$ cat config.mk
export PLATFORM = sky130hd
export DESIGN_NAME = taso_sqrt
export DESIGN_NICKNAME = d
export VERILOG_FILES = /design/src/two_axle_steering_odometry_assert.svh /design/src/taso_sqrt.sv
export SDC_FILE = /design/constraint.sdc
export NUM_CORES = 1
export LEC_CHECK = 0
export ABC_AREA = 0
export BUFFER_PORTS_ARGS = -buffer_cell sky130_fd_sc_hd__buf_2
export CORE_MARGIN = 2
export CORE_UTILIZATION = 55
export DETAILED_ROUTE_END_ITERATION = 8
export GPL_ROUTABILITY_DRIVEN = 0
export PLACE_DENSITY = 0.8
export SKIP_LAST_GASP = 1
export SLEW_MARGIN = 20
export SYNTH_ARGS = -nofsm -noshare
export SYNTH_HDL_FRONTEND = slang
export SYNTH_SLANG_ARGS = --single-unit
$ cat constraint.sdc
create_clock -name clk -period 4.2 [get_ports clk]
set_input_delay 0.42 -clock clk [delete_from_list [all_inputs] [get_ports clk]]
set_output_delay 0.42 -clock clk [all_outputs]
set_load 0.005 [all_outputs]
$ cat src/two_axle_steering_odometry_assert.svh
// ---------------------------------------------------------------------------
// Assertion macros for the two-axle steering odometry block
// Concurrent checks; empty when SYNTH is defined.
// ---------------------------------------------------------------------------
`ifndef TWO_AXLE_STEERING_ODOMETRY_ASSERT_SVH
`define TWO_AXLE_STEERING_ODOMETRY_ASSERT_SVH
`ifndef SYNTH
`define TASO_ASSERT(name, clk, rst, prop, msg) \
  name: assert property (@(posedge clk) disable iff (rst) prop) else $error(msg);
`define TASO_ASSERT_ALWAYS(name, clk, prop, msg) \
  name: assert property (@(posedge clk) prop) else $error(msg);
`else
`define TASO_ASSERT(name, clk, rst, prop, msg)
`define TASO_ASSERT_ALWAYS(name, clk, prop, msg)
`endif
`endif

$ cat src/taso_sqrt.sv
// ---------------------------------------------------------------------------
// taso_sqrt
// Pipelined digit-by-digit floor square root, one root bit per stage.
// ---------------------------------------------------------------------------
`timescale 1ns / 1ps
`default_nettype none

module taso_sqrt #(
  parameter int SW = 32
) (
  input  wire logic            clk,
  input  wire logic            en,
  input  wire logic [SW-1:0]   rad,
  output logic [SW/2-1:0]      root
);

  localparam int H  = SW / 2;
  localparam int RW = H + 2;

  logic [SW-1:0] rs [0:H-1];
  logic [RW-1:0] rm [0:H-1];
  logic [H-1:0]  rt [0:H-1];

  for (genvar i = 0; i < H; i++) begin : g_stage
    logic [SW-1:0] r_in;
    logic [RW-1:0] m_in;
    logic [H-1:0]  t_in;
    logic [RW-1:0] trial;
    logic [RW-1:0] tt;
    logic          ge;
    if (i == 0) begin : g_first
      assign r_in = rad;
      assign m_in = '0;
      assign t_in = '0;
    end else begin : g_next
      assign r_in = rs[i-1];
      assign m_in = rm[i-1];
      assign t_in = rt[i-1];
    end
    assign trial = {m_in[RW-3:0], r_in[SW-1:SW-2]};
    assign tt    = {t_in, 2'b01};
    assign ge    = trial >= tt;
    always_ff @(posedge clk) begin
      if (en) begin
        rs[i] <= r_in << 2;
        rm[i] <= ge ? trial - tt : trial;
        rt[i] <= {t_in[H-2:0], ge};
      end
    end
  end

  assign root = rt[H-1];

endmodule

`default_nettype wire

==> flow_summary.ini <==
[run_status]
status = finished clean

[clock_network]
clockRootBuffer = clkbuf_16
hold_buffers = 30
htreeDepth = 2
cts_buffer_depth = 3
post_cts_resized = 0
cts.sinks = 600
clkLatencyLatePin_ps = 630
cts_tree = yes
clkSlewWorstSetupHoldPaths_ps = 70
post-cts-setup-buffers = 0
cts_buffers = 59

[layout]
multiInputGateArea_um2 = 8910
areaGrowthSynthToFinish_pct = 11.8
layout.cells.non_filler = 2871
antenna_cells = 0
fin_area_um2 = 31100
regArea_um2 = 18000
drive_gt1_share_pct = 9.41
fillerInstances = 3526
nNetsFinal = 2340
utilization_pct = 62.2

[worst_setup_path]
r2r_setup_slack_ps = 900
path_max_fanout = 14
worstRegToRegCells = 7
r2r_start = rm[1][36]
endpoint_kind = flop
cp_common_cell = o31a_1
critPathRequiredTime_ps = 4570
cp_cell_sequence = ha_1 -> nor2b_1 -> o31a_1 -> o31a_1 -> a211oi_2 -> and2_1 -> mux2_1
worstPathArrival_ps = 3660
crit_type = flop to flop
start_kind = flop
slowest_delay_ps = 620
cp-startpoint = rm[1][36]
cpMaxStageDelayCell = and2_1
critPathCapture = rm[1][59]
r2r_end = rm[1][59]

[power_and_ir_drop]
ir_drop_uv = 407
power_density_nw_per_um2 = 497
leakage_nw = 12.0
finalPower_mw = 15.4

[sta]
timing.final.crit_share_pct = 78.5
hold_viol_final = 0
slew_headroom_pct = 34.2
final_max_slew_viol_count = 0
period_needed_ps = 3300
rsz0062_at_grt = no
finClkSkew_ps = 43.6
hold_ws_ps = 77.7
tightest_slew_ps = 987
finalSetupViolations = 0
finalWorstSetupSlack_ps = 903
clock.fmax_mhz = 303
fin_setup_tns_ps = 0

[routing]
routed_wl_um = 48500
dr.pass1.iters = 5
drt_iter0_drc = 1251
wire_per_inst_um = 16.9
routed-via-count = 16300
drc = 0
viasPerCell = 5.67
ant_nets = 0

[yosys]
synth_area_um2 = 27800
synth_commonest_cells = edfxtp_1 (600), inv_1 (189), ha_1 (152)
seq_area_frac_synth_pct = 64.9
avgSynthCellArea_um2 = 13.7
synthArstFlopShare_pct = 0
yosysUniqueCellTypes = 74
synth_fp_nets = 2218
netlist_top_cells_area = edfxtp_1 (65%), ha_1 (6.8%), xnor2_1 (3.0%)
synthCells = 2032
synth_edf_count = 600
yosys_register_bits = 600
yosys_warnings = 0
synth_top_area_share_pct = 64.9
yosysMostFrequentCell = edfxtp_1
synth_top_area_cell = edfxtp_1
ys.flop_type = edfxtp_1

[global_route]
grt_usage_pct = 18.5
grt_overflow = 0
grt_pass1_wl_um = 79800
busiest_layer = met2
antenna_found_initial = 0
grt_max_degree = 115
grt_pass1_vias = 16600
met2_usage_pct = 32.8
met1_usage_pct = 22.2
grt_use_met3_pct = 3.42

[place]
placed_area_um2 = 28900
preCtsSetupSlack_ps = 942
place_inst = 2735
detailed_place_hpwl_um = 33300
numPortBuffers = 49

[floorplan]
io_pins = 50
die_w_um = 229
die_area_um2 = 52300
fp.dieH_um = 229
start_util_pct = 55.6
rows = 82
core_area_um2 = 50000

[worst_hold_path]
hp-class = primary input to flop

[run]
cap_viol_max_count = 0
==> layout by cell type (no fill, tap or decap), types with 13 or more instances in the layout <==
cell	count
a21oi_1	110
clkinv_1	15
buf_2	48
inv_1	189
or3_1	27
xnor2_1	94
o211ai_1	14
mux2i_1	13
mux2_1	25
edfxtp_1	600
nor4_1	19
ha_1	152
a31oi_1	14
o21ai_0	59
xor2_1	60
a211oi_1	15
nor2b_1	22
nand2b_1	19
nor3_1	42
o21a_1	24
clkbuf_16	59
a21o_1	35
dlygate4sd3_1	30
nand2_1	77
nand4_1	22
clkinv_2	14
nor2_1	124
mux2_2	42
nand3_1	41
==> worst max-delay path: cells and delay by family, from the launching register on <==
| kind | cells | cell delay [ps] |
|---|---|---|
| compound gates | 3 | 1060 |
| simple gates | 2 | 790 |
| flops | 1 | 440 |
| mux | 1 | 390 |
| fa+ha+maj | 1 | 370 |
==> worst min path at each step <==
stage                     from         end  slack (ps)  cells past startpoint
finish                 rad[31]    rt[0][0]          80                      2
CTS                    rad[31]    rt[0][0]          50                      2
detailed placement  rs[0][168]  rs[0][200]         400                      0
global placement    rs[0][201]  rs[0][233]         400                      0
floorplan            rs[0][68]  rs[0][100]         400                      0
global route           rad[31]    rt[0][0]          70                      2
==> registers in the layout, indices dropped and copies added (netlist names) <==
| register | flops |
|---|---|
| rs | 240 |
| rm | 224 |
| rt | 136 |
==> cells by family (layout without fill, tap and decap cells) <==
kind of cell | after synthesis | after routing | synth area share [%]
AOI/OAI and AO/OA | 362 | 362 | 8.63
xor gates and xnor gates | 154 | 154 | 4.86
adders and majority gates | 152 | 152 | 6.85
buffers and inverters | 218 | 385 | 3.05
DFF | 600 | 600 | 64.9
muxes | 80 | 80 | 3.18
other | 1 | 1 | 0.0135
and+or+nand+nor | 465 | 465 | 8.56
==> final cells by class <==
class / instances / area share, %
Multi-Input combinational cell: 1214 / 28.7
Tap cell: 672 / 2.71
Clock buffer: 70 / 4.89
Clock inverter: 36 / 1.12
Timing Repair Buffer: 88 / 2.29
Inverter: 191 / 2.31
Sequential cell: 600 / 58.0
==> routing by layer <==
metal	part of all wire, %	wire [um]	vias up
met5	0	0	-
li1	-	-	7827
met3	5.2	2510	115
met2	51	24700	488
met1	41	19700	7855
met4	3.3	1590	0
==> where the power goes <==
group / leakage [nW] / internal (mW) / total, mW / switching, mW
Clock: 0.920 / 2.93 / 5.12 / 2.18
Sequential: 5.75 / 7.42 / 7.76 / 0.345
Combinational: 5.33 / 1.14 / 2.55 / 1.41
Total: 12.0 / 11.5 / 15.4 / 3.94
Power figures use the tool's default switching activity.
