## src/two_axle_steering_odometry_assert.svh

```systemverilog
// ---------------------------------------------------------------------------
// Assertion macros for the two-axle steering odometry block
// Concurrent checks; empty when SYNTH is defined.
// ---------------------------------------------------------------------------
`ifndef TWO_AXLE_STEERING_ODOMETRY_ASSERT_SVH
`define TWO_AXLE_STEERING_ODOMETRY_ASSERT_SVH
`ifndef SYNTH
`define TASO_ASSERT(name, clk, rst, prop, msg) \
  name: assert property (@(posedge clk) disable iff (rst) prop) else $error(msg);
`define TASO_ASSERT_ALWAYS(name, clk, prop, msg) \
  name: assert property (@(posedge clk) prop) else $error(msg);
`else
`define TASO_ASSERT(name, clk, rst, prop, msg)
`define TASO_ASSERT_ALWAYS(name, clk, prop, msg)
`endif
`endif

```

## src/taso_delay.sv

```systemverilog
// ---------------------------------------------------------------------------
// taso_delay
// Shift line that carries a valid bit and side data past a pipelined unit.
// ---------------------------------------------------------------------------
`timescale 1ns / 1ps
`default_nettype none

module taso_delay #(
  parameter int W     = 8,
  parameter int DEPTH = 4
) (
  input  wire logic         clk,
  input  wire logic         rst,
  input  wire logic         en,
  input  wire logic         vin,
  input  wire logic [W-1:0] din,
  output logic              vout,
  output logic [W-1:0]      dout
);

  logic         vs [0:DEPTH-1];
  logic [W-1:0] ds [0:DEPTH-1];

  always_ff @(posedge clk) begin
    if (rst) begin
      for (int i = 0; i < DEPTH; i++) vs[i] <= 1'b0;
    end else if (en) begin
      vs[0] <= vin;
      for (int i = 1; i < DEPTH; i++) vs[i] <= vs[i-1];
    end
  end

  always_ff @(posedge clk) begin
    if (en) begin
      ds[0] <= din;
      for (int i = 1; i < DEPTH; i++) ds[i] <= ds[i-1];
    end
  end

  assign vout = vs[DEPTH-1];
  assign dout = ds[DEPTH-1];

endmodule

`default_nettype wire

```

## config.mk

```make
export PLATFORM = sky130hd
export DESIGN_NAME = taso_delay
export DESIGN_NICKNAME = d
export VERILOG_FILES = /design/src/two_axle_steering_odometry_assert.svh /design/src/taso_delay.sv
export SDC_FILE = /design/constraint.sdc
export NUM_CORES = 1
export LEC_CHECK = 0
export BUFFER_PORTS_ARGS = -buffer_cell sky130_fd_sc_hd__buf_2
export CAP_MARGIN = 20
export CORE_UTILIZATION = 55
export CTS_BUF_LIST = sky130_fd_sc_hd__clkbuf_4 sky130_fd_sc_hd__clkbuf_8 sky130_fd_sc_hd__clkbuf_16
export DETAILED_ROUTE_END_ITERATION = 8
export GPL_TIMING_DRIVEN = 0
export PLACE_DENSITY = 0.79
export SLEW_MARGIN = 20
export SYNTH_ARGS = -nofsm -noshare
export SYNTH_HDL_FRONTEND = slang
export SYNTH_SLANG_ARGS = --single-unit
```

## constraint.sdc

```tcl
create_clock -name clk -period 2 [get_ports clk]
set_input_delay 0.1 -clock clk [delete_from_list [all_inputs] [get_ports clk]]
set_output_delay 0.1 -clock clk [all_outputs]
set_load 0.02 [all_outputs]
```

==> results.py, run 1 <==
metrics = {
    "synthesis": {
        "synth_top_area_cell": "edfxtp_1",
        "synth_commonest_cells": "36 x edfxtp_1, 4 x and3b_1, 1 x or2_1",
        "synthAdderAreaFrac_pct": 0,
        "synth_top_family_by_area": "simple AND/OR/NAND/NOR gates",
        "synth_nets": 53,
        "yosys.cell_count.top_type": "edfxtp_1",
        "ys_async_sr_fraction_pct": 0,
        "ys_ff_latch": 36,
        "synth_top_area_share_pct": 96.3,
        "synth_mux_area_share_pct": 0,
        "synthXorXnorAreaFrac_pct": 0,
        "yosys.area_share.simple_pct": 3.68,
        "synthTopCellsByArea": "edfxtp_1 96%, and3b_1 3.1%, or2_1 0.56%",
        "syn_area_sq_mm": 0.00112,
        "synth_cell_types": 3,
        "seq_area_frac_synth_pct": 96.3,
        "synth_edf_count": 36,
        "ys.flop_type": "edfxtp_1",
        "syn_inst": 41,
        "synth_compound_gate_area_share_pct": 0,
        "postSynthAreaPerCell_sq_um": 27.4,
        "yosysWarnings": 0,
    },
    "grt": {
        "grt_max_degree": 38,
        "grt_pass1_wl_microns": 1790,
        "antenna_found_initial": 0,
        "grt_use_total_pct": 13.8,
        "gr-total-overflow": 0,
        "first_global_vias": 391,
    },
    "pwr": {
        "switching_power_mw": 0.273,
        "ir_drop_v": 0.000685,
        "pwr-share-comb_pct": 4.4,
        "power_density_mw_per_mm2": 1020,
        "clock_power_share_pct": 33.6,
        "seq_power_share_pct": 62.0,
        "intPower_mw": 1.17,
        "power.leakage_nw": 0.542,
        "p_sw_share_pct": 18.9,
    },
    "routing": {
        "wl_per_cell_microns": 12.5,
        "drtAntennaViolNets": 0,
        "finalWirelength_microns": 1280,
        "drt-initial-drc-count": 5,
        "drc": 0,
        "vias": 478,
        "viasPerCell": 4.69,
        "dr.pass1.iters": 3,
    },
    "cts": {
        "tritoncts": "built",
        "clock_path_buffers": 2,
        "clock_latency_ps": 320,
        "cts_sinks": 36,
        "postCtsSetupRepairBufs": 0,
        "clockRootBuffer": "clkbuf_4",
        "h-tree-depth": 2,
        "cts_buffers": 5,
        "clk_pin_slew_worst_paths_ps": 100,
    },
    "setup_path": {
        "worstPathArrival_ps": 860,
        "crit_chain": "buf_2",
        "cp_max_fo": 1,
        "critPathMaxStageDelay_ps": 380,
        "critPathTopFamily": "flip-flops",
        "crit_path_end_kind": "output port",
        "critical-path-slowest-cell": "edfxtp_1",
        "cp-start-kind": "flop",
        "critPathKind": "reg2out",
        "cp.required_ps": 1900,
        "cp_num_buf_inv": 1,
    },
    "layout": {
        "nets": 88,
        "drive_above_1_share_pct": 36.4,
        "nFillCells": 113,
        "synthToLayoutAreaGrowth_pct": 26.0,
        "design_area_sq_mm": 0.00141,
        "diodes": 0,
    },
    "floorplanning": {
        "die_w_microns": 47.2,
        "initial_core_util_pct": 61.6,
        "rows": 15,
        "io_pins": 21,
        "die_height_microns": 47.2,
        "die_area_sq_mm": 0.00223,
        "core_area_sq_mm": 0.00182,
    },
    "placement": {
        "placed_cell_area_sq_mm": 0.00125,
        "dp.final_hpwl_microns": 549,
        "preCtsSetupSlack_ps": 725,
        "place_congestion": 0.565,
        "io_buffers": 20,
    },
    "sta": {
        "hold_violations": 0,
        "setup_viol": 0,
        "slew_headroom_pct": 52.0,
        "timing.final.crit_period_ps": 960,
        "finalSetupTns_ps": 0,
        "timing.hold.ws_ps": 105,
        "fin_crit_sh_pct": 48.0,
        "finalWorstSetupSlack_ps": 1040,
        "worstMarginPinSlew_ps": 720,
        "rsz0062_at_grt": "no",
        "fmax_ghz": 1.04,
        "final_max_slew_viol_count": 0,
        "final.setup_skew_ps": 5.86,
    },
    "run_status": {
        "status": "completed",
    },
    "job": {
        "cap_violations": 0,
    },
    "hold_path": {
        "hold_path_class": "in2reg",
    },
}
per-layer routing:
layer / wire length (microns) / track usage, %
met1: 564 / 16.7
met2: 605 / 18.6
met3: 79 / 6.15
met4: 28 / 12.0
met5: 0 / 0
state kept, by name, indices dropped and copies added, names as in the netlist:
register	flops
vs	4
ds	32
worst paths after layout:
path,endpoint,slack [ps],cells past startpoint,start
max reg2reg,vs[0][2],1190,1,vs[0][1]
min,vs[0][0],110,2,vin
min reg2reg,ds[3][7],430,0,ds[2][7]
max,dout[1],1040,1,ds[3][1]
cell usage in the layout, fill, tap and decap left out:
cell and n:
clkinv_2 1, clkbuf_4 5, dlygate4sd3_1 8, and3b_1 4, bufinv_16 1, clkinvlp_4 1, or2_1 1, buf_2 20
edfxtp_1 36
final cells by class:
cell class,count,area [sq um],share of cell area (%)
tap,25,31.3,2.21
timing repair buffer,28,180,12.7
multi-input combinational,5,41.3,2.92
clock buffer,5,37.5,2.65
clock inverter,3,42.5,3.01
sequential,36,1080,76.5
timing repair:
action	CTS	global route
gates resized for setup	0	0
hold endpoints to repair	8	0
hold buffers	8	0
power groups by stage:
stage	sequential (mW)	clock, mW	combinational [mW]
2_1_floorplan	0.927	0	0.00418
3_3_place_gp	0.912	0	0.0487
4_1_cts	0.898	0.499	0.0622
6_report	0.898	0.486	0.0637
5_1_grt	0.903	0.521	0.0685
3_5_place_dp	0.915	0	0.0504
kinds of logic after synthesis:
group,Yosys count
flops,36
simple gates,5
through the flow:
stage / std cells / util [%] / total power [mW]
after floorplan: 41 / - / 0.931
after global placement: 86 / 68.9 / 0.961
after detailed placement: 86 / 68.9 / 0.966
after CTS: 102 / 77.7 / 1.46
after global routing: 102 / 77.7 / 1.49
final: 102 / 77.7 / 1.45
No activity file was read; power rests on OpenSTA's default activity.
==> run 2: changes to the inputs <==
--- a/config.mk
+++ b/config.mk
@@ -5,13 +5,14 @@
 export SDC_FILE = /design/constraint.sdc
 export NUM_CORES = 1
 export LEC_CHECK = 0
+export ABC_AREA = 1
 export BUFFER_PORTS_ARGS = -buffer_cell sky130_fd_sc_hd__buf_2
 export CAP_MARGIN = 20
-export CORE_UTILIZATION = 55
+export CORE_UTILIZATION = 51
 export CTS_BUF_LIST = sky130_fd_sc_hd__clkbuf_4 sky130_fd_sc_hd__clkbuf_8 sky130_fd_sc_hd__clkbuf_16
 export DETAILED_ROUTE_END_ITERATION = 8
 export GPL_TIMING_DRIVEN = 0
-export PLACE_DENSITY = 0.79
+export PLACE_DENSITY = 0.74
 export SLEW_MARGIN = 20
 export SYNTH_ARGS = -nofsm -noshare
 export SYNTH_HDL_FRONTEND = slang
==> constraint.sdc (replaced) <==
create_clock -name clk -period 0.9 [get_ports clk]
set_input_delay 0.045 -clock clk [delete_from_list [all_inputs] [get_ports clk]]
set_output_delay 0.045 -clock clk [all_outputs]
set_load 0.02 [all_outputs]
==> run 2 against run 1 <==
- sequential share of layout area is 0.47 points lower
- routed wire length down 1.7%
- critical path type unchanged
- setup slack worse by 1000 ps
- utilization is 7.3 points lower
- critical endpoint is now vout
- largest power group unchanged
==> results.py, run 2 <==
metrics = {
    "sta": {
        "rsz0062_at_grt": "yes",
        "final_max_slew_viol_count": 0,
        "fmax_ghz": 1.14,
        "final.setup_skew_ps": 5.58,
        "timing.final.crit_period_ps": 878,
        "worstMarginPinSlew_ps": 434,
        "fin_crit_sh_pct": 97.6,
        "finalSetupTns_ps": 0,
        "slew_headroom_pct": 71.1,
        "setup_viol": 0,
        "timing.hold.ws_ps": 67.3,
        "finalWorstSetupSlack_ps": 21.8,
        "hold_violations": 0,
    },
    "synthesis": {
        "syn_inst": 47,
        "synth_edf_count": 36,
        "yosys.cell_count.top_type": "edfxtp_1",
        "syn_area_sq_mm": 0.00112,
        "ys.flop_type": "edfxtp_1",
        "synthTopCellsByArea": "edfxtp_1 96%, inv_1 1.7%, nor2_1 1.3%, or2_1 0.56%, nand2_1 0.33%",
        "ys_ff_latch": 36,
        "seq_area_frac_synth_pct": 96.1,
        "synth_top_area_cell": "edfxtp_1",
        "ys_async_sr_fraction_pct": 0,
        "synth_cell_types": 5,
        "synth_commonest_cells": "36 x edfxtp_1, 5 x inv_1, 4 x nor2_1, 1 x nand2_1, 1 x or2_1",
        "synth_nets": 59,
        "postSynthAreaPerCell_sq_um": 23.9,
        "synth_top_area_share_pct": 96.1,
        "yosysWarnings": 0,
    },
    "cts": {
        "clock_path_buffers": 2,
        "clockRootBuffer": "clkbuf_4",
        "cts_buffers": 5,
        "clk_pin_slew_worst_paths_ps": 90,
        "cts_sinks": 36,
        "tritoncts": "built",
        "postCtsSetupRepairBufs": 0,
        "h-tree-depth": 2,
        "clock_latency_ps": 300,
    },
    "floorplanning": {
        "core_area_sq_mm": 0.00202,
        "rows": 16,
        "die_w_microns": 49.0,
        "die_height_microns": 49.0,
        "die_area_sq_mm": 0.00240,
        "io_pins": 21,
        "initial_core_util_pct": 55.6,
    },
    "setup_path": {
        "critPathMaxStageDelay_ps": 390,
        "cp.required_ps": 850,
        "crit_chain": "buf_6",
        "cp-start-kind": "flop",
        "setup.worst_path.start": "vs[0][3]",
        "worstReg2RegEnd": "vs[0][2]",
        "worst-path-stages": 1,
        "critical-path-slowest-cell": "edfxtp_1",
        "rrSetupSlack_ps": 170,
        "cp_num_buf_inv": 1,
        "critPathTopFamily": "flip-flops",
        "r2r_start": "vs[0][1]",
        "worstPathArrival_ps": 830,
        "rr_worst_depth": 2,
        "crit_end": "vout",
        "critPathKind": "reg2out",
        "cp_max_fo": 1,
        "crit_path_end_kind": "output port",
    },
    "routing": {
        "vias": 485,
        "drc": 0,
        "viasPerCell": 4.41,
        "drt-initial-drc-count": 6,
        "wl_per_cell_microns": 11.4,
        "dr.pass1.iters": 4,
        "drtAntennaViolNets": 0,
        "finalWirelength_microns": 1260,
    },
    "placement": {
        "place_congestion": 0.645,
        "placed_cell_area_sq_mm": 0.00126,
        "preCtsSetupSlack_ps": -283,
        "dp_cells": 94,
        "io_buffers": 20,
    },
    "layout": {
        "design_area_sq_mm": 0.00142,
        "layout_common_cells": "36 x edfxtp_1, 15 x buf_2, 8 x clkbuf_4, 8 x dlygate4sd3_1, 5 x inv_1",
        "drive_above_1_share_pct": 32.5,
        "final_common_cell": "edfxtp_1",
        "largest_register_ff_count": 32,
        "largestRegisters": "ds x32, vs x4",
        "nFillCells": 141,
        "nets": 94,
        "regMostFlops": "ds",
        "final_util_pct": 70.4,
        "diodes": 0,
        "multi_input_area_sq_um": 25.0,
        "seq_area_sq_mm": 0.00108,
        "stdcell_count": 110,
        "synthToLayoutAreaGrowth_pct": 26.5,
    },
    "hold_path": {
        "min_path_cells": 3,
        "hold_path_class": "in2reg",
    },
    "grt": {
        "gr-total-overflow": 0,
        "grt_max_degree": 35,
        "antenna_found_initial": 0,
        "first_global_vias": 481,
        "grt_pass1_wl_microns": 1950,
        "grt_use_total_pct": 12.2,
    },
    "pwr": {
        "ir_drop_v": 0.00147,
        "power_density_mw_per_mm2": 2070,
        "p_total_mw": 2.94,
        "power.leakage_nw": 0.542,
    },
    "job": {
        "cap_violations": 0,
    },
    "run_status": {
        "status": "completed",
    },
}
-- run 2: changes by cell type in the layout (fill, tap and decap cells not counted), sizes merged --
cell,delta
and3b,-4
buf,-1
bufinv,-1
clkbuf,+3
clkinvlp,-1
inv,+5
nand2,+1
nor2,+4
-- run 2: cell families after synthesis --
logic type	count (synthesis)	share of synthesized area, %
DFF	36	96.1
and+or+nand+nor	6	2.22
buffers and inverters	5	1.67
-- run 2: how the worst min path moves through the flow --
stage | startpoint | endpoint | slack (ps)
6_report | vin | vs[0][0] | 70
3_3_place_gp | din[0] | ds[0][0] | 220
2_1_floorplan | din[0] | ds[0][0] | 140
4_1_cts | vin | vs[0][0] | 40
3_5_place_dp | din[7] | ds[0][7] | 220
5_1_grt | vin | vs[0][0] | 70
-- run 2: final cells by class --
type	instances	share of cell area [%]
Tap cell	27	2.37
Inverter	5	1.32
Timing Repair Buffer	28	14.6
Sequential cell	36	76.0
Clock buffer	7	3.69
Clock inverter	1	0.264
Multi-Input combinational cell	6	1.76
-- run 2: metal layers --
layer	vias to the layer above	share of wire [%]	GRT usage, %
met3	2	5.6	5.61
met1	220	36	10.7
met2	19	57	22.2
li1	244	-	-
met5	-	0	0
met4	0	0.72	7.35
-- run 2: repair_timing --
item                                   4_1_cts  5_1_grt
setup endpoints to repair                    1       15
endpoints found under the hold margin        8        0
hold buffers                                 8        0
gates resized for setup                      0        9
-- run 2: where the power goes --
part	switching (mW)	internal [mW]
combinational	0.0859	0.0716
sequential	0.0256	1.97
clock	0.424	0.360
-- run 2: worst reg2reg max path, cell delays in order, from the launching register on --
cell and delay [ps]:
edfxtp_1 380, inv_1 70, nor2_1 50
