<file path="src/two_axle_steering_odometry_assert.svh">
// ---------------------------------------------------------------------------
// Assertion macros for the two-axle steering odometry block
// Concurrent checks; empty when SYNTH is defined.
// ---------------------------------------------------------------------------
`ifndef TWO_AXLE_STEERING_ODOMETRY_ASSERT_SVH
`define TWO_AXLE_STEERING_ODOMETRY_ASSERT_SVH
`ifndef SYNTH
`define TASO_ASSERT(name, clk, rst, prop, msg) \
  name: assert property (@(posedge clk) disable iff (rst) prop) else $error(msg);
`define TASO_ASSERT_ALWAYS(name, clk, prop, msg) \
  name: assert property (@(posedge clk) prop) else $error(msg);
`else
`define TASO_ASSERT(name, clk, rst, prop, msg)
`define TASO_ASSERT_ALWAYS(name, clk, prop, msg)
`endif
`endif

</file>
<file path="src/taso_pkg.sv">
// ---------------------------------------------------------------------------
// taso_pkg
// Shared types and constants of the two-axle steering odometry block.
// ---------------------------------------------------------------------------
`timescale 1ns / 1ps
`default_nettype none

package taso_pkg;

  localparam int SPEED_W   = 16;
  localparam int ANGLE_W   = 16;
  localparam int LEN_W     = 13;
  localparam int HUB_W     = 11;
  localparam int CFG_W     = 13;
  localparam int CFG_IDX_W = 3;

  localparam logic signed [ANGLE_W-1:0] ANGLE_LIMIT = 16'sd22938;

  typedef enum logic [CFG_IDX_W-1:0] {
    CFG_FRONT_WHEELBASE = 3'd0,
    CFG_REAR_WHEELBASE  = 3'd1,
    CFG_FRONT_TRACK     = 3'd2,
    CFG_REAR_TRACK      = 3'd3,
    CFG_FRONT_HUB       = 3'd4,
    CFG_REAR_HUB        = 3'd5
  } cfg_reg_t;

  typedef struct packed {
    logic signed [SPEED_W-1:0] fl;
    logic signed [SPEED_W-1:0] fr;
    logic signed [SPEED_W-1:0] rl;
    logic signed [SPEED_W-1:0] rr;
    logic signed [ANGLE_W-1:0] fa;
    logic signed [ANGLE_W-1:0] ra;
  } frame_t;

  // atan(2^-i) in Q30, truncated
  localparam logic [31:0] ATAN_Q30 [32] = '{
    32'h3243F6A8, 32'h1DAC6705, 32'h0FADBAFC, 32'h07F56EA6, 32'h03FEAB76, 32'h01FFD55B,
    32'h00FFFAAA, 32'h007FFF55, 32'h003FFFEA, 32'h001FFFFD, 32'h000FFFFF, 32'h0007FFFF,
    32'h0003FFFF, 32'h0001FFFF, 32'h0000FFFF, 32'h00007FFF, 32'h00003FFF, 32'h00001FFF,
    32'h00000FFF, 32'h000007FF, 32'h000003FF, 32'h000001FF, 32'h000000FF, 32'h0000007F,
    32'h0000003F, 32'h0000001F, 32'h0000000F, 32'h00000008, 32'h00000004, 32'h00000002,
    32'h00000001, 32'h00000000
  };

endpackage

`default_nettype wire

</file>
<file path="src/taso_div.sv">
// ---------------------------------------------------------------------------
// taso_div
// Pipelined restoring divider, one quotient bit per stage, truncating.
// ---------------------------------------------------------------------------
`timescale 1ns / 1ps
`default_nettype none

module taso_div #(
  parameter int NW = 16,
  parameter int DW = 8
) (
  input  wire logic                 clk,
  input  wire logic                 en,
  input  wire logic signed [NW-1:0] num,
  input  wire logic [DW-1:0]        den,
  output logic signed [NW-1:0]      quo
);

  logic [NW-1:0] qn [0:NW];
  logic [DW-1:0] rm [0:NW];
  logic [DW-1:0] dv [0:NW];
  logic          ng [0:NW];
  logic [NW-1:0] mag;

  assign mag = num[NW-1] ? NW'(-num) : NW'(num);

  always_ff @(posedge clk) begin
    if (en) begin
      qn[0] <= mag;
      rm[0] <= '0;
      dv[0] <= den;
      ng[0] <= num[NW-1];
    end
  end

  for (genvar i = 0; i < NW; i++) begin : g_stage
    logic [DW:0] trial;
    logic [DW:0] diff;
    logic        ge;
    assign trial = {rm[i], qn[i][NW-1]};
    assign diff  = trial - {1'b0, dv[i]};
    assign ge    = trial >= {1'b0, dv[i]};
    always_ff @(posedge clk) begin
      if (en) begin
        rm[i+1] <= ge ? diff[DW-1:0] : trial[DW-1:0];
        qn[i+1] <= {qn[i][NW-2:0], ge};
        dv[i+1] <= dv[i];
        ng[i+1] <= ng[i];
      end
    end
  end

  always_ff @(posedge clk) begin
    if (en) quo <= ng[NW] ? -$signed(qn[NW]) : $signed(qn[NW]);
  end

endmodule

`default_nettype wire

</file>
<file path="src/taso_tan.sv">
// ---------------------------------------------------------------------------
// taso_tan
// Pipelined CORDIC rotation followed by a y/x divider: angle to tangent.
// ---------------------------------------------------------------------------
`timescale 1ns / 1ps
`default_nettype none

module taso_tan #(
  parameter int FRAC_BITS  = 14,
  parameter int ITERATIONS = 16
) (
  input  wire logic                                  clk,
  input  wire logic                                  en,
  input  wire logic signed [taso_pkg::ANGLE_W-1:0]   angle,
  output logic signed [FRAC_BITS+4:0]                tan_q
);

  localparam int XW  = FRAC_BITS + 3;
  localparam int ZW  = FRAC_BITS + 17;
  localparam int NW  = XW + FRAC_BITS;
  localparam int TW  = FRAC_BITS + 5;
  localparam int SHL = (FRAC_BITS >= 14) ? FRAC_BITS - 14 : 0;
  localparam int SHR = (FRAC_BITS < 14) ? 14 - FRAC_BITS : 0;
  localparam logic signed [XW-1:0] ONE = {{(XW-1){1'b0}}, 1'b1} << FRAC_BITS;
  localparam logic signed [XW-1:0] X_MIN = {{(XW-1){1'b0}}, 1'b1};

  logic signed [taso_pkg::ANGLE_W-1:0] a_c;
  logic signed [ZW-1:0]                a_z;
  logic signed [XW-1:0]                xs [0:ITERATIONS];
  logic signed [XW-1:0]                ys [0:ITERATIONS];
  logic signed [ZW-1:0]                zs [0:ITERATIONS];
  logic signed [XW-1:0]                xc;
  logic signed [NW-1:0]                num;
  logic signed [NW-1:0]                quo;

  // clamp for the tangent only
  always_comb begin
    if (angle > taso_pkg::ANGLE_LIMIT) a_c = taso_pkg::ANGLE_LIMIT;
    else if (angle < -taso_pkg::ANGLE_LIMIT) a_c = -taso_pkg::ANGLE_LIMIT;
    else a_c = angle;
    a_z = (ZW'(a_c) <<< SHL) >>> SHR;
  end

  always_ff @(posedge clk) begin
    if (en) begin
      xs[0] <= ONE;
      ys[0] <= '0;
      zs[0] <= a_z;
    end
  end

  for (genvar i = 0; i < ITERATIONS; i++) begin : g_rot
    localparam logic signed [ZW-1:0] STEP = ZW'(taso_pkg::ATAN_Q30[i] >> (30 - FRAC_BITS));
    always_ff @(posedge clk) begin
      if (en) begin
        if (zs[i] >= 0) begin
          xs[i+1] <= xs[i] - (ys[i] >>> i);
          ys[i+1] <= ys[i] + (xs[i] >>> i);
          zs[i+1] <= zs[i] - STEP;
        end else begin
          xs[i+1] <= xs[i] + (ys[i] >>> i);
          ys[i+1] <= ys[i] - (xs[i] >>> i);
          zs[i+1] <= zs[i] + STEP;
        end
      end
    end
  end

  assign xc  = (xs[ITERATIONS] <= 0) ? X_MIN : xs[ITERATIONS];
  assign num = NW'(ys[ITERATIONS]) <<< FRAC_BITS;

  taso_div #(.NW(NW), .DW(XW - 1)) u_div (
    .clk (clk),
    .en  (en),
    .num (num),
    .den (xc[XW-2:0]),
    .quo (quo)
  );

  assign tan_q = quo[TW-1:0];

endmodule

`default_nettype wire

</file>
<file path="config.mk">
export PLATFORM = sky130hd
export DESIGN_NAME = taso_tan
export DESIGN_NICKNAME = d
export VERILOG_FILES = /design/src/two_axle_steering_odometry_assert.svh /design/src/taso_pkg.sv /design/src/taso_div.sv /design/src/taso_tan.sv
export SDC_FILE = /design/constraint.sdc
export NUM_CORES = 2
export LEC_CHECK = 0
export BUFFER_PORTS_ARGS = -buffer_cell sky130_fd_sc_hd__buf_4
export CAP_MARGIN = 15
export CORE_UTILIZATION = 33
export DETAILED_ROUTE_END_ITERATION = 6
export GPL_TIMING_DRIVEN = 0
export PLACE_DENSITY = 0.47
export SYNTH_ARGS = -nofsm -noshare
export SYNTH_HDL_FRONTEND = slang
export SYNTH_SLANG_ARGS = --single-unit
</file>
<file path="constraint.sdc">
create_clock -name clk -period 5.56 [get_ports clk]
set_input_delay 0 -clock clk [delete_from_list [all_inputs] [get_ports clk]]
set_output_delay 0 -clock clk [all_outputs]
set_load 0.02 [all_outputs]
</file>
==> impl.org <==
** Die
- From bottom edge to top edge, the die measures 634 µm.
- Die outline area :: 0.402 mm²
- Initial core utilization :: 0.332
- Pin placement for this block handled 37 I/O pins.
- Site row count :: 231
- Horizontal extent of the die :: 634 µm
- Core area :: 0.397 mm²

** Worst setup path
- The critical path contains buffers and inverters numbering 5 combined.
- The largest single stage delay on the critical path is 0.56 ns.
- The worst register-to-register path begins at zs[5][30].
- STA classifies the critical path endpoint as a register.
- Highest net fanout along the worst path :: 29
- Measured in cells, the most critical reg-to-reg path has a length of 18.
- Arrival time worst endpoint :: 5.83 ns
- Critical Path, Cell by Cell :: and2_1 -> buf_2 -> inv_2 -> clkbuf_2 -> buf_6 -> ha_1 -> clkbuf_1 -> a21o_1 -> a21oi_1 -> nor3b_1 -> a21oi_1 -> o41ai_4 -> o21ai_0 -> o21ai_0 -> a21o_1 -> nor4_1 -> or4b_1 -> and3_1
- The worst register-to-register path ends at zs[6][30].
- On the critical path, the stage with the largest delay is an instance of sky130_fd_sc_hd__edfxtp_1.
- Classification of the worst setup path :: register to register
- Data on the critical path is required at its endpoint by 6.17 ns.
- Across all register-to-register paths, the minimum setup slack is 0.34 ns.
- STA classifies the critical path startpoint as a register.
- Cell family contributing the most delay on the critical path :: compound AO/OA/AOI/OAI gates

** Synthesis
- Synthesized flop and latch total :: 2220
- Counting flops with a built-in enable in the synthesized netlist gives 2220.
- Summing every instance area after synthesis gives 0.132 mm².
- Post-synthesis sequential area ratio :: 0.506
- For this run, the leading register cell type out of synthesis is sky130_fd_sc_hd__edfxtp_1.
- The share of synthesized area in the top cell type comes to 0.506.
- Synthesis warning total :: 0
- Leading post-synthesis cells by cell area :: sky130_fd_sc_hd__edfxtp_1 51%, sky130_fd_sc_hd__ha_1 12%, sky130_fd_sc_hd__xnor2_1 5.9%
- Distinct cell type count of the synthesized netlist :: 100
- The number of nets in the synthesized netlist is 12900.
- Synthesis produced a netlist whose cell count is 11600.
- Area leader, netlist :: sky130_fd_sc_hd__edfxtp_1
- Of all flip-flops after synthesis, the portion carrying an async set or reset was 0.
- Averaged over all synthesized cells, the footprint is 11.4 µm².

** Global route
- For this run, the total global-route usage over all layers was measured as 0.149.
- Wire length of the first global-routing pass :: 484 mm
- Via count of the first global-routing pass :: 88100
- The number of antenna violations at the first check in global routing came to 5.
- Summed over all layers, the global routing overflow is 0.
- Pin count of the biggest net entering global routing :: 199

** Routing
- After detailed routing, the met2 layer carries 152 mm of wire.
- Residual antenna-violating net count after detailed routing :: 0
- Met1 wire length :: 136 mm
- After detailed routing, the average wire length per cell comes to 17.6 µm.
- Remaining design rule violation count :: 1
- Summing over every cut layer, the via total after detailed routing is 86500.
- Number of search-and-repair iterations in the first detailed-routing pass :: 7
- Routed signal wires occupy layers up through met4.
- Total wirelength of the detailed-routed design :: 306 mm
- Detailed Route Iter0 Violations :: 4783
- Met3 routed WL :: 9.58 mm
- After detailed routing, the number of vias per cell comes to 4.96.

** STA
- Count of final hold-check violations :: 0
- Of the available clock period, the critical path in the final layout requires 0.939.
- Final count of negative-setup-slack endpoints :: 0
- For the pin with the worst max-slew slack, the measured transition is 1.13 ns.
- In the post-route analysis, the smallest setup slack over all paths is 0.340 ns.
- Based on the critical path, the design can be clocked at up to 192 MHz.
- Max-slew violations :: 0
- Clock skew on the completed layout was measured at 0.0981 ns.
- In this run the tightest slew margin relative to its limit is 0.247.
- The clock period could shrink to 5.22 ns.
- Setup TNS :: 0 ns
- RSZ-0062 raised after global routing :: false
- Hold timing on the final database bottoms out at a slack of 0.0920 ns.

** Worst hold path
- For hold timing, the worst endpoint is u_div.dv[1][107].
- Launch instance of the worst min-delay path :: en
- Number of cells traversed by the worst hold path :: 4
- Class of the tightest hold or removal check :: input port to register

** Place
- Once placement finished, the instance area stood at 0.139 mm².
- Detailed placement ended at an HPWL of 226 mm.
- Placer's final routability congestion estimate :: 0.843
- Port buffering added 36 buffers.
- Timing analysis after detailed placement gives a worst setup slack of -3.46 ns.

** Pwr
- Total leakage power :: 59.1 nW
- In this run the power density over the cells is 710 mW/mm².
- The worst-case IR drop observed on VDD is 254 µV.

** Layout
- The finished cells cover 0.149 mm².
- After the last flow step, the layout net total stands at 13300.
- Of the cells placed in the final design, the portion with a size suffix greater than 1 is 0.0801.
- Syn-to-layout area delta :: 13.3%
- Once layout is complete, the utilization of the core stands at 0.377.

** Clock network
- The clock reaches the later pin of the worst-skew pair after 0.94 ns.
- TritonCTS built the clock tree.
- The clock drives 2220 sinks.
- Root buffer cell :: sky130_fd_sc_hd__clkbuf_16
- Maximum buffer depth of the clock tree :: 4
- H-tree levels :: 5
- TritonCTS created 275 clock buffers.
- Clock transition time at the flip-flop clock pins of the worst setup and hold paths :: 0.06 ns

** Run status
- Outcome :: finished with violations
- The checks that failed: design-rule violations.

** Run
- Maximum capacitance violations :: 0
worst max path at each step:
stage / from / to / depth (start not counted)
floorplan: zs[10][30] / zs[11][28] / 18
global placement: en / zs[1][15] / 21
detailed placement: en / ys[8][16] / 25
CTS: zs[10][30] / zs[11][30] / 17
global route: zs[6][30] / xs[7][16] / 19
finish: zs[5][30] / zs[6][30] / 18
flip-flops by register name, indices dropped and copies added (netlist names):
register / cells
u_div.rm: 480
u_div.quo: 19
u_div.ng: 32
u_div.dv: 496
xs: 213
zs: 421
u_div.qn: 343
ys: 216
cells in the mapped netlist (all sizes together), types with 187 or more instances:
library cell,count
nand3,193
ha,1226
nand2,535
a21oi,812
a21o,327
o21ai,578
nor2,893
nor2b,191
nor3,187
edfxtp,2220
xor2,256
xnor2,886
mux2,320
inv,1138
what timing repair did:
action | in CTS | in global routing
endpoints found under the hold margin | 378 | 0
endpoints found under the setup margin | 267 | 40
setup buffers | 0 | 0
resized for setup | 37 | 20
gates cloned | 4 | 0
hold buffers | 50 | 0
worst reg2reg max path: cells and delay by family, from the launching register on:
kind	cells	cell delay [ns]
buffers and inverters	5	1.18
flip-flops	1	0.56
adder cells (fa/ha/maj)	1	0.29
AND/OR/NAND/NOR	5	1.22
AO/OA/AOI/OAI	7	1.72
metal layers:
metal | vias to the layer above | global-route usage
met4 | 0 | 0.0427
met5 | - | 0
met2 | 1263 | 0.269
met1 | 41700 | 0.188
met3 | 471 | 0.0169
li1 | 43100 | -
area by class of cell:
class,instances,area [µm²]
fill,38100,247000
sequential,2220,66700
multi-input combinational,8049,60200
clock buffer,332,7310
tap,5242,6560
inverter,1140,4280
clock inverter,158,1780
timing repair buffer,112,1620
buffer,194,945
antenna,4,10.0
power by group:
group          switching (mW)  internal [mW]
clock                    7.27           11.0
sequential               3.96           28.5
combinational            30.4           24.9
total                    41.6           64.4
through the flow:
| stage | total power [mW] | std cells |
|---|---|---|
| 3_5_place_dp | 88.0 | 16900 |
| 3_3_place_gp | 87.4 | 16900 |
| 4_1_cts | 107 | 17400 |
| 2_1_floorplan | 73.8 | 11600 |
| 6_report | 106 | 17500 |
| 5_1_grt | 115 | 17400 |
cell usage in the layout, fill, tap and decap left out, types with 119 or more instances in the layout:
master,count
sky130_fd_sc_hd__clkbuf_1,153
sky130_fd_sc_hd__ha_1,1226
sky130_fd_sc_hd__xor2_1,256
sky130_fd_sc_hd__inv_1,1134
sky130_fd_sc_hd__nor3_1,187
sky130_fd_sc_hd__clkbuf_16,285
sky130_fd_sc_hd__o21ai_0,553
sky130_fd_sc_hd__xnor2_1,886
sky130_fd_sc_hd__nand3_1,193
sky130_fd_sc_hd__nor2b_1,191
sky130_fd_sc_hd__nand2b_1,132
sky130_fd_sc_hd__a21o_1,327
sky130_fd_sc_hd__nand4_1,119
sky130_fd_sc_hd__a21oi_1,796
sky130_fd_sc_hd__mux2_2,320
sky130_fd_sc_hd__a21boi_0,163
sky130_fd_sc_hd__nand2_1,533
sky130_fd_sc_hd__nor2_1,892
sky130_fd_sc_hd__edfxtp_1,2220
logic make-up after synthesis:
group | after synthesis | share of synthesized area
AND/OR/NAND/NOR | 2619 | 0.0953
AO/OA/AOI/OAI | 2613 | 0.126
flip-flops | 2220 | 0.506
buffers and inverters | 1336 | 0.0385
adder cells (fa/ha/maj) | 1294 | 0.126
XOR/XNOR | 1142 | 0.0759
multiplexers | 381 | 0.0320
Power figures use the tool's default switching activity.
